`config.mk`:
```
export PLATFORM = sky130hd
export DESIGN_NAME = delayed_repeating_tick_timer_top
export DESIGN_NICKNAME = d
export VERILOG_FILES = /design/src/sv/drtt_pkg.sv /design/src/sv/drtt_cfg.sv /design/src/sv/drtt_core.sv /design/src/sv/delayed_repeating_tick_timer_top.sv
export SDC_FILE = /design/constraint.sdc
export NUM_CORES = 1
export LEC_CHECK = 0
export BUFFER_PORTS_ARGS = -buffer_cell sky130_fd_sc_hd__buf_2
export CAP_MARGIN = 25
export CORE_UTILIZATION = 25
export DETAILED_ROUTE_END_ITERATION = 16
export PLACE_DENSITY = 0.42
export SLEW_MARGIN = 20
export SYNTH_ARGS = -nofsm -noshare
export SYNTH_HDL_FRONTEND = slang
export SYNTH_SLANG_ARGS = --single-unit
```
`constraint.sdc`:
```
create_clock -name clk -period 8.65 [get_ports clk]
set_clock_uncertainty 0.15 [all_clocks]
set_input_delay 1.2975 -clock clk [delete_from_list [all_inputs] [get_ports clk]]
set_output_delay 1.2975 -clock clk [all_outputs]
set_load 0.02 [all_outputs]
```
`src/sv/drtt_pkg.sv`:
```
// Shared types and constants for the delayed repeating tick timer.
package drtt_pkg;

    localparam int TIME_W    = 32;
    localparam int DT_W      = 20;
    localparam int CFG_IDX_W = 2;
    localparam int CFG_W     = 32;

    localparam logic [TIME_W-1:0] MIN_PERIOD_US   = TIME_W'(16667);
    localparam logic [TIME_W-1:0] SHORT_PERIOD_US = TIME_W'(17000);
    localparam logic [TIME_W-1:0] SHORT_CLAMP_US  = TIME_W'(50000);
    localparam logic [TIME_W-1:0] SAT_TIME        = {TIME_W{1'b1}};

    typedef enum logic [CFG_IDX_W-1:0] {
        REG_INTERVAL = 2'd0,
        REG_DELAY    = 2'd1,
        REG_REPEAT   = 2'd2,
        REG_FOREVER  = 2'd3
    } cfg_idx_t;

    // Effective configuration as seen by the step logic
    typedef struct packed {
        logic [TIME_W-1:0] interval;
        logic [TIME_W-1:0] delay;
        logic [TIME_W-1:0] repeat_cnt;
        logic              run_forever;
    } cfg_t;

    typedef struct packed {
        logic              fired;
        logic [TIME_W-1:0] fire_time;
        logic              cancelled;
        logic              done;
    } res_t;

endpackage

```
`src/sv/drtt_cfg.sv`:
```
// Configuration registers with the minimum-period clamp on interval and delay.
module drtt_cfg (
    input  logic                           clk,
    input  logic                           rst_n,
    input  logic                           cfg_we,
    input  logic [drtt_pkg::CFG_IDX_W-1:0] cfg_index,
    input  logic [drtt_pkg::CFG_W-1:0]     cfg_wdata,
    output drtt_pkg::cfg_t                 cfg
);

    logic [drtt_pkg::TIME_W-1:0] interval_reg;
    logic [drtt_pkg::TIME_W-1:0] delay_reg;
    logic [drtt_pkg::TIME_W-1:0] repeat_reg;
    logic                        forever_reg;

    always_ff @(posedge clk or negedge rst_n)
    begin
        if (!rst_n)
        begin
            interval_reg <= drtt_pkg::MIN_PERIOD_US;
            delay_reg    <= drtt_pkg::MIN_PERIOD_US;
            repeat_reg   <= '0;
            forever_reg  <= 1'b0;
        end
        else if (cfg_we)
        begin
            unique case (drtt_pkg::cfg_idx_t'(cfg_index))
                drtt_pkg::REG_INTERVAL: interval_reg <= cfg_wdata;
                drtt_pkg::REG_DELAY:    delay_reg    <= cfg_wdata;
                drtt_pkg::REG_REPEAT:   repeat_reg   <= cfg_wdata;
                drtt_pkg::REG_FOREVER:  forever_reg  <= cfg_wdata[0];
            endcase
        end
    end

    always_comb
    begin
        cfg.interval    = (interval_reg < drtt_pkg::MIN_PERIOD_US) ?
                          drtt_pkg::MIN_PERIOD_US : interval_reg;
        cfg.delay       = (delay_reg < drtt_pkg::MIN_PERIOD_US) ?
                          drtt_pkg::MIN_PERIOD_US : delay_reg;
        cfg.repeat_cnt  = repeat_reg;
        cfg.run_forever = forever_reg;
    end

endmodule

```
`src/sv/drtt_core.sv`:
```
// Timer state and the combinational tick update.
module drtt_core (
    input  logic                      clk,
    input  logic                      rst_n,
    input  logic                      step,
    input  logic [drtt_pkg::DT_W-1:0] dt,
    input  drtt_pkg::cfg_t            cfg,
    output drtt_pkg::res_t            res
);

    logic                        started_reg, started_next;
    logic                        in_delay_reg, in_delay_next;
    logic                        finished_reg, finished_next;
    logic [drtt_pkg::TIME_W-1:0] acc_reg, acc_next;
    logic [drtt_pkg::TIME_W-1:0] fcnt_reg, fcnt_next;

    logic [drtt_pkg::TIME_W:0]   sum;
    logic [drtt_pkg::TIME_W-1:0] acc_sat;
    logic                        per_fire;
    logic [drtt_pkg::TIME_W-1:0] per_time;
    logic                        short_iv;
    logic [drtt_pkg::TIME_W-1:0] fcnt_inc;

    // saturating accumulate
    assign sum      = {1'b0, acc_reg} + (drtt_pkg::TIME_W+1)'(dt);
    assign acc_sat  = sum[drtt_pkg::TIME_W] ? drtt_pkg::SAT_TIME : sum[drtt_pkg::TIME_W-1:0];
    assign fcnt_inc = (fcnt_reg == drtt_pkg::SAT_TIME) ? fcnt_reg : fcnt_reg + 1'b1;
    assign short_iv = (cfg.interval <= drtt_pkg::SHORT_PERIOD_US);

    // periodic phase: short intervals fire every tick with a clamped time
    always_comb
    begin
        if (short_iv)
        begin
            per_fire = 1'b1;
            per_time = (acc_sat < drtt_pkg::SHORT_CLAMP_US) ? acc_sat : drtt_pkg::SHORT_CLAMP_US;
        end
        else
        begin
            per_fire = (acc_sat >= cfg.interval);
            per_time = acc_sat;
        end
    end

    always_comb
    begin
        started_next  = started_reg;
        in_delay_next = in_delay_reg;
        finished_next = finished_reg;
        acc_next      = acc_reg;
        fcnt_next     = fcnt_reg;
        res.fired     = 1'b0;
        res.fire_time = '0;
        res.cancelled = 1'b0;

        if (finished_reg)
        begin
            // ignored tick
        end
        else if (!started_reg)
        begin
            started_next = 1'b1;
            acc_next     = '0;
            fcnt_next    = '0;
        end
        else if (cfg.run_forever && !in_delay_reg)
        begin
            acc_next = per_fire ? '0 : acc_sat;
            if (per_fire)
            begin
                res.fired     = 1'b1;
                res.fire_time = per_time;
            end
        end
        else
        begin
            acc_next = acc_sat;
            if (in_delay_reg)
            begin
                if (acc_sat >= cfg.delay)
                begin
                    acc_next      = acc_sat - cfg.delay;
                    res.fired     = 1'b1;
                    res.fire_time = cfg.interval;
                    fcnt_next     = fcnt_inc;
                    in_delay_next = 1'b0;
                end
            end
            else if (per_fire)
            begin
                acc_next      = '0;
                res.fired     = 1'b1;
                res.fire_time = per_time;
                fcnt_next     = fcnt_inc;
            end
            if (!cfg.run_forever && (fcnt_next > cfg.repeat_cnt))
            begin
                res.cancelled = 1'b1;
                finished_next = 1'b1;
            end
        end
        res.done = finished_next;
    end

    always_ff @(posedge clk or negedge rst_n)
    begin
        if (!rst_n)
        begin
            started_reg  <= 1'b0;
            in_delay_reg <= 1'b1;
            finished_reg <= 1'b0;
            acc_reg      <= '0;
            fcnt_reg     <= '0;
        end
        else if (step)
        begin
            started_reg  <= started_next;
            in_delay_reg <= in_delay_next;
            finished_reg <= finished_next;
            acc_reg      <= acc_next;
            fcnt_reg     <= fcnt_next;
        end
    end

endmodule

```
`src/sv/delayed_repeating_tick_timer_top.sv`:
```
// Top level of the delayed repeating tick timer: input stage, tick logic, result stage.
// Each accepted tick item carries dt_us, the microseconds since the previous
// tick, and yields exactly one result item. The first tick after reset only
// arms the timer. After that the timer waits for delay_us, fires once
// reporting the interval, then fires whenever interval_us has accumulated,
// reporting the accumulated time (short intervals of 17000 us or less fire
// on every tick, time clamped to 50000 us). Interval and delay are taken as at
// least 16667 us. In counted mode (run_forever = 0) the timer cancels once its
// fire count exceeds repeat_count; done_res then stays high and ticks are
// ignored. Throughput is one item per clock unless the result stage is stalled;
// each item passes the input register, then the tick update into the result register.
// The saturating accumulate plus compare in drtt_core sets the cycle time.
// Configuration writes belong to idle periods and take effect on the next tick.
module delayed_repeating_tick_timer_top (
    input  logic                           clk,
    input  logic                           rst_n,
    // configuration write port
    input  logic                           cfg_we,
    input  logic [drtt_pkg::CFG_IDX_W-1:0] cfg_index,
    input  logic [drtt_pkg::CFG_W-1:0]     cfg_wdata,
    // tick input
    input  logic                           in_valid,
    output logic                           in_stall,
    input  logic [drtt_pkg::DT_W-1:0]      dt_us,
    // result output
    output logic                           out_valid,
    input  logic                           out_stall,
    output logic                           fired,
    output logic [drtt_pkg::TIME_W-1:0]    fire_time_us,
    output logic                           cancelled,
    output logic                           done_res
);

    drtt_pkg::cfg_t cfg;
    drtt_pkg::res_t core_res;

    logic                      in_valid_reg;
    logic [drtt_pkg::DT_W-1:0] dt_reg;
    logic                      res_valid_reg;
    drtt_pkg::res_t            res_reg;
    logic                      advance;
    logic                      step;

    // The result stage moves when it is empty or its item is being taken;
    // the input register holds an item only while that stage is blocked.
    assign advance  = !res_valid_reg || !out_stall;
    assign step     = in_valid_reg && advance;
    assign in_stall = in_valid_reg && !advance;

    drtt_cfg u_cfg (
        .clk       (clk),
        .rst_n     (rst_n),
        .cfg_we    (cfg_we),
        .cfg_index (cfg_index),
        .cfg_wdata (cfg_wdata),
        .cfg       (cfg)
    );

    drtt_core u_core (
        .clk   (clk),
        .rst_n (rst_n),
        .step  (step),
        .dt    (dt_reg),
        .cfg   (cfg),
        .res   (core_res)
    );

    // input register
    always_ff @(posedge clk or negedge rst_n)
    begin
        if (!rst_n)
        begin
            in_valid_reg <= 1'b0;
        end
        else if (!in_stall)
        begin
            in_valid_reg <= in_valid;
        end
    end

    always_ff @(posedge clk)
    begin
        if (in_valid && !in_stall)
        begin
            dt_reg <= dt_us;
        end
    end

    // result register
    always_ff @(posedge clk or negedge rst_n)
    begin
        if (!rst_n)
        begin
            res_valid_reg <= 1'b0;
        end
        else if (advance)
        begin
            res_valid_reg <= in_valid_reg;
        end
    end

    always_ff @(posedge clk)
    begin
        if (step)
        begin
            res_reg <= core_res;
        end
    end

    assign out_valid    = res_valid_reg;
    assign fired        = res_reg.fired;
    assign fire_time_us = res_reg.fire_time;
    assign cancelled    = res_reg.cancelled;
    assign done_res     = res_reg.done;

endmodule

```
# Word level (Yosys, flattened, before mapping)
# Index checks and enable logic that the tools add are counted.
# op_classes
n_bitwise,3
n_reduce_logical,21
n_mux,30
addsub,3
n_lt_le_gt_ge,7
eq_ne,5
# ops
op,n
$mux W32,19
$mux W33,4
$ge A32 B32 Y1,2
$lt A32 B15 Y1 const B,2
$add A32 B20 Y33,1
$add A32 B1 Y32 const B,1
$eq A32 B32 Y1 const B,1
$gt A32 B32 Y1,1
$le A32 B15 Y1 const B,1
$lt A32 B16 Y1 const B,1
$sub A32 B32 Y32,1
$reduce_and A2 Y1,5
$mux W1,7
$logic_not A1 Y1,6
$logic_and A1 B1 Y1,5
$eq A2 B2 Y1 const B,2
$reduce_and A4 Y1,1
$not A1 Y1,3
$reduce_and A3 Y1,1
$eq A2 B1 Y1 const B,1
$logic_not A2 Y1,1
$ne A2 B2 Y1 const B,1
$reduce_or A2 Y1,1
$logic_or A1 B1 Y1,1
# totals
output_inout_bits,37
reg_bits,221
word_cells,85

# Depth between registers and ports, before layout
# logic_depth
depth_word,15
mapped_depth,33
depth_no_buf,31

# Cells and area by module
# From an unflattened synthesis, not the netlist that was laid out.
# hier_totals
cells_unflattened,1680
area_unflattened_um2,15598.7
# modules_own_cells
mod,seq_area_each_um2,cells_each,instances,area_per_inst_um2
drtt_core,1677.9,1308,1,9669.3
drtt_cfg,2442.3,309,1,4185.3
delayed_repeating_tick_timer_top,1701.6,63,1,1744.2

# Worst setup path before layout
# Ideal clock, no wire load.
# synth_path
path_kind,register to register
start,register dt_reg[0] (netlist name)
end,"register res_reg, in the netlist done_res, data pin"
setup_slack_ns,1.207
arrival_time_ns,7.031
synth_period_minus_slack_ns,7.443
setup_time_ns,0.262
path_stages_with_launch,34
path_buffers,3
cell_sequence,edfxtp_1 -> ha_1 -> fa_1 -> a211oi_1 -> o211ai_2 -> a31oi_4 -> o41ai_4 -> nand2_1 -> clkbuf_1 -> clkbuf_1 -> nand2_1 -> ha_1 -> nand2b_1 -> a21oi_1 -> o21ai_1 -> a31o_2 -> o2bb2ai_1 -> a2111oi_2 -> o31ai_2 -> a21oi_2 -> clkbuf_1 -> nand2_1 -> nand2_1 -> ha_1 -> nor2b_1 -> o21a_1 -> o21a_1 -> o21a_1 -> o21a_1 -> o21a_1 -> o211ai_1 -> a31oi_1 -> o31a_1 -> or2_2
# synth_via
elab_chain_len,15
elab_cells_between_ends,17
cone_classes,1 x add/sub; 3 x order compare; 12 x mux; 1 x reduce/logical
# synth_lines
element,line_no,rtl
from (decl),delayed_repeating_tick_timer_top.sv:38,logic [drtt_pkg::DT_W-1:0] dt_reg;
from (signal assigned),delayed_repeating_tick_timer_top.sv:85,dt_reg <= dt_us;
$add A32 B20 Y33 *,drtt_core.sv:25,"assign sum = {1'b0, acc_reg} + (drtt_pkg::TIME_W+1)'(dt);"
$mux W32 *,drtt_core.sv:26,assign acc_sat = sum[drtt_pkg::TIME_W] ? drtt_pkg::SAT_TIME : sum[drtt_pkg::TIME_W-1:0];
$ge A32 B32 Y1,drtt_core.sv:40,per_fire = (acc_sat >= cfg.interval);
$mux W1,drtt_core.sv:33,if (short_iv)
$mux W32,drtt_core.sv:89,else if (per_fire)
$mux W32 *,drtt_core.sv:78,if (in_delay_reg)
$mux W32 *,drtt_core.sv:66,else if (cfg.run_forever && !in_delay_reg)
$mux W32 *,drtt_core.sv:60,else if (!started_reg)
$mux W32 *,drtt_core.sv:56,if (finished_reg)
$gt A32 B32 Y1 *,drtt_core.sv:96,if (!cfg.run_forever && (fcnt_next > cfg.repeat_cnt))
$logic_and A1 B1 Y1 *,drtt_core.sv:96,
$mux W1 *,drtt_core.sv:96,
$mux W1 *,-,
$mux W1 *,drtt_core.sv:60,
$mux W1 *,drtt_core.sv:56,
net u_core.finished_next,drtt_core.sv:13,"logic finished_reg, finished_next;"
to (signal assigned),delayed_repeating_tick_timer_top.sv:106,res_reg <= core_res;
to (decl),delayed_repeating_tick_timer_top.sv:40,drtt_pkg::res_t res_reg;
# The timed path passes the listed nets; every way through them passes the cells marked *. The select of a mux whose other input is x is not followed.
# A chain may end at the register's enable or synchronous reset.

# Final worst setup path
# Ends and elaborated chain as after synthesis.

==> out/qor.csv <==
stage,metric,value,unit
global_route,grt_busiest_layer,met2,
sta,slew-limit-headroom,0.343,
power_and_ir_drop,total_power,5820,uW
floorplan,core,0.0581,mm^2
floorplan,start_util,0.255,
clock_network,htree_levels,1,
route,drt-pass1-iter-count,5,
route,drc_errors,0,
global_route,grtUsageMet3,0.0225,
finish,design_area,0.0173,mm^2
sta,finalHoldViolCount,0,
global_route,use_met1,0.227,
critical_path,reg2reg_depth,29,
finish,utilization,0.297,
power_and_ir_drop,power.internal,3200,uW
finish,final_nets,1819,
run,cap_violations,0,
route,routed_wl,48600,um
clock_network,cts_setup_buffers,0,
synthesis,yosysSeqAreaShare,0.392,
clock_network,cts_tree,built,
finish,drive_above_1_share,0.184,
synthesis,yosysWarnings,0,
critical_path,path_class,reg -> reg,
route,wl_per_cell,20.0,um
global_route,antenna_found_initial,1,
critical_path,start_kind,flip-flop,
hold_path,worstHoldPathCells,1,
clock_network,clk_latency,590,ps
global_route,met2_usage,0.260,
global_route,grt_pass1_wl,75100,um
floorplan,design.die.area,0.0603,mm^2
synthesis,yosys_register_bits,221,
clock_network,clockRootBuffer,clkbuf_16,
sta,period_needed,8070,ps
sta,max_slew.worst_pin.slew,985,ps
floorplan,io_pins,96,
status,status,"complete, no violations",
finish,synthToLayoutAreaGrowth,16.5,%
clock_network,numCtsBuffers,30,
sta,rsz0062_at_grt,no,
power_and_ir_drop,seqPwrFrac,0.251,
power_and_ir_drop,power.density,337,mW/mm^2
sta,fin_setup_tns,0,ps
global_route,grt_max_degree,63,
power_and_ir_drop,peakVddDrop,0.000187,V
synthesis,synth_nets,1719,
sta,fmax,0.124,GHz
route,drt_iter0_drc,791,
power_and_ir_drop,leakagePower,0.00749,uW
clock_network,clock-sinks,221,
power_and_ir_drop,p_comb_frac,0.538,
synthesis,syn_area_per_cell,9.63,um^2
critical_path,critical-path-max-stage-delay,540,ps
critical_path,worst-path-max-fanout,11,
global_route,grt_pass1_vias,12152,
placed_design,place.detailed.hpwl,38000,um
floorplan,die_y,246,um
clock_network,cts_resized,0,
power_and_ir_drop,power.switching,2620,uW
synthesis,synth_edf_count,55,
sta,timing.final.crit_share,0.933,
power_and_ir_drop,power_switching_share,0.450,
clock_network,clk_path_buf_depth,3,
synthesis,synth-async-reset-ratio,0.751,
synthesis,synth_ff_type,dfrtp_1,
route,routed-via-count,12142,
route,ant_nets,0,
route,via_per_inst,4.99,
critical_path,worstPathRequired,8840,ps
synthesis,ys_types,89,
placed_design,placed_cell_area,0.0163,mm^2
clock_network,clk_pin_slew,60,ps
sta,slew_viol_final,0,
placed_design,port_buffers,95,
power_and_ir_drop,clockPowerShare,0.211,
clock_network,ctsHoldBuffers,0,
hold_path,hold_path_class,reg -> reg,
synthesis,synthCells,1541,
floorplan,die_w,246,um
critical_path,cp.arrival,8270,ps
global_route,grt.overflow.total,0,
sta,finalSetupViolations,0,
critical_path,crit_path_end_kind,flip-flop,
floorplan,fp-row-count,88,
global_route,grt.total_usage,0.162,
synthesis,synth_area,0.0148,mm^2
critical_path,crit_slowest_cell,o21ai_0,
placed_design,gp_congestion,0.875,
## cell usage in the layout, fill, tap and decap left out, types with 34 or more instances in the layout
cell type	synthesis	routed
ha_1	117	117
nand4_1	34	34
buf_2	9	94
a21oi_1	81	81
inv_1	103	102
a31oi_1	38	38
edfxtp_1	55	55
dfrtp_1	153	153
nand2_1	164	164
nor2_1	67	65
mux2_2	82	82
a21o_1	41	41
o21ai_0	102	102
xnor2_1	49	49
nand3_1	36	36
## area by class of cell
| type | instances | area (um^2) |
|---|---|---|
| clock buffers | 43 | 860 |
| clock inverters | 13 | 126 |
| flip-flops and latches | 221 | 5820 |
| fillers | 6149 | 40900 |
| repair buffers | 120 | 684 |
| multi-input cells | 1165 | 8440 |
| well taps | 765 | 957 |
| diodes | 2 | 5.00 |
| inverters | 103 | 387 |
## Yosys cell counts (all sizes together) (23+ instances only)
cell      n  area share
nand2   165       0.042
a22oi    23       0.012
inv     103       0.026
nor2     67       0.017
nand3    36       0.012
a21oi    84       0.029
mux2     82       0.062
xor2     30       0.018
nor3     23      0.0078
nand4    34       0.014
edfxtp   55        0.11
xnor2    49       0.029
a31oi    39       0.017
dfrtp   153        0.26
clkbuf   39      0.0099
ha      117       0.099
o21ai   108       0.037
a21o     41       0.021
## power groups by stage
| stage | clock [uW] | sequential, uW | combinational (uW) |
|---|---|---|---|
| floorplan | 0 | 1430 | 2270 |
| global placement | 0 | 1480 | 3110 |
| detailed placement | 0 | 1480 | 3100 |
| CTS | 1270 | 1460 | 3120 |
| global route | 1310 | 1490 | 3480 |
| finish | 1230 | 1460 | 3130 |
## layer usage
metal / share of wire / vias to the layer above
li1: - / 5926
met1: 0.48 / 5908
met2: 0.46 / 250
met3: 0.037 / 58
met4: 0.023 / 0
met5: 0 / -
## kinds of logic after synthesis
group / Yosys count / synth area share
AOI/OAI and AO/OA: 439 / 0.207
xor gates and xnor gates: 79 / 0.0466
adders and majority gates: 119 / 0.101
buffers and inverters: 155 / 0.0405
DFF: 221 / 0.392
muxes: 85 / 0.0643
and+or+nand+nor: 443 / 0.148
## critical path, delay by kind of cell (launching register included)
family / cells / cell delay (ps)
buffers and inverters: 1 / 250
DFF: 1 / 370
xor gates and xnor gates: 1 / 140
AOI/OAI and AO/OA: 13 / 3250
and+or+nand+nor: 10 / 2280
adders and majority gates: 4 / 1390
## metrics by stage
step	hold slack, ps	std cells	setup WS [ps]
finish	338	2432	577
global route	354	2430	17.9
global placement	326	2372	741
floorplan	296	1541	1210
detailed placement	325	2373	623
CTS	334	2429	611
## worst paths after layout
kind	from	end	slack, ps
worst max-delay path	dt_reg[0]	done_res	580
worst min-delay path	u_core.fcnt_reg[21]	u_core.fcnt_reg[21]	340
worst max register to register	dt_reg[0]	done_res	580
worst min register to register	u_core.fcnt_reg[21]	u_core.fcnt_reg[21]	340
max in group asynchronous	rst_n	u_core.fcnt_reg[5]	6560
min in group asynchronous	rst_n	u_cfg.repeat_reg[28]	540
Note: power is estimated with default switching activity, not from simulation.
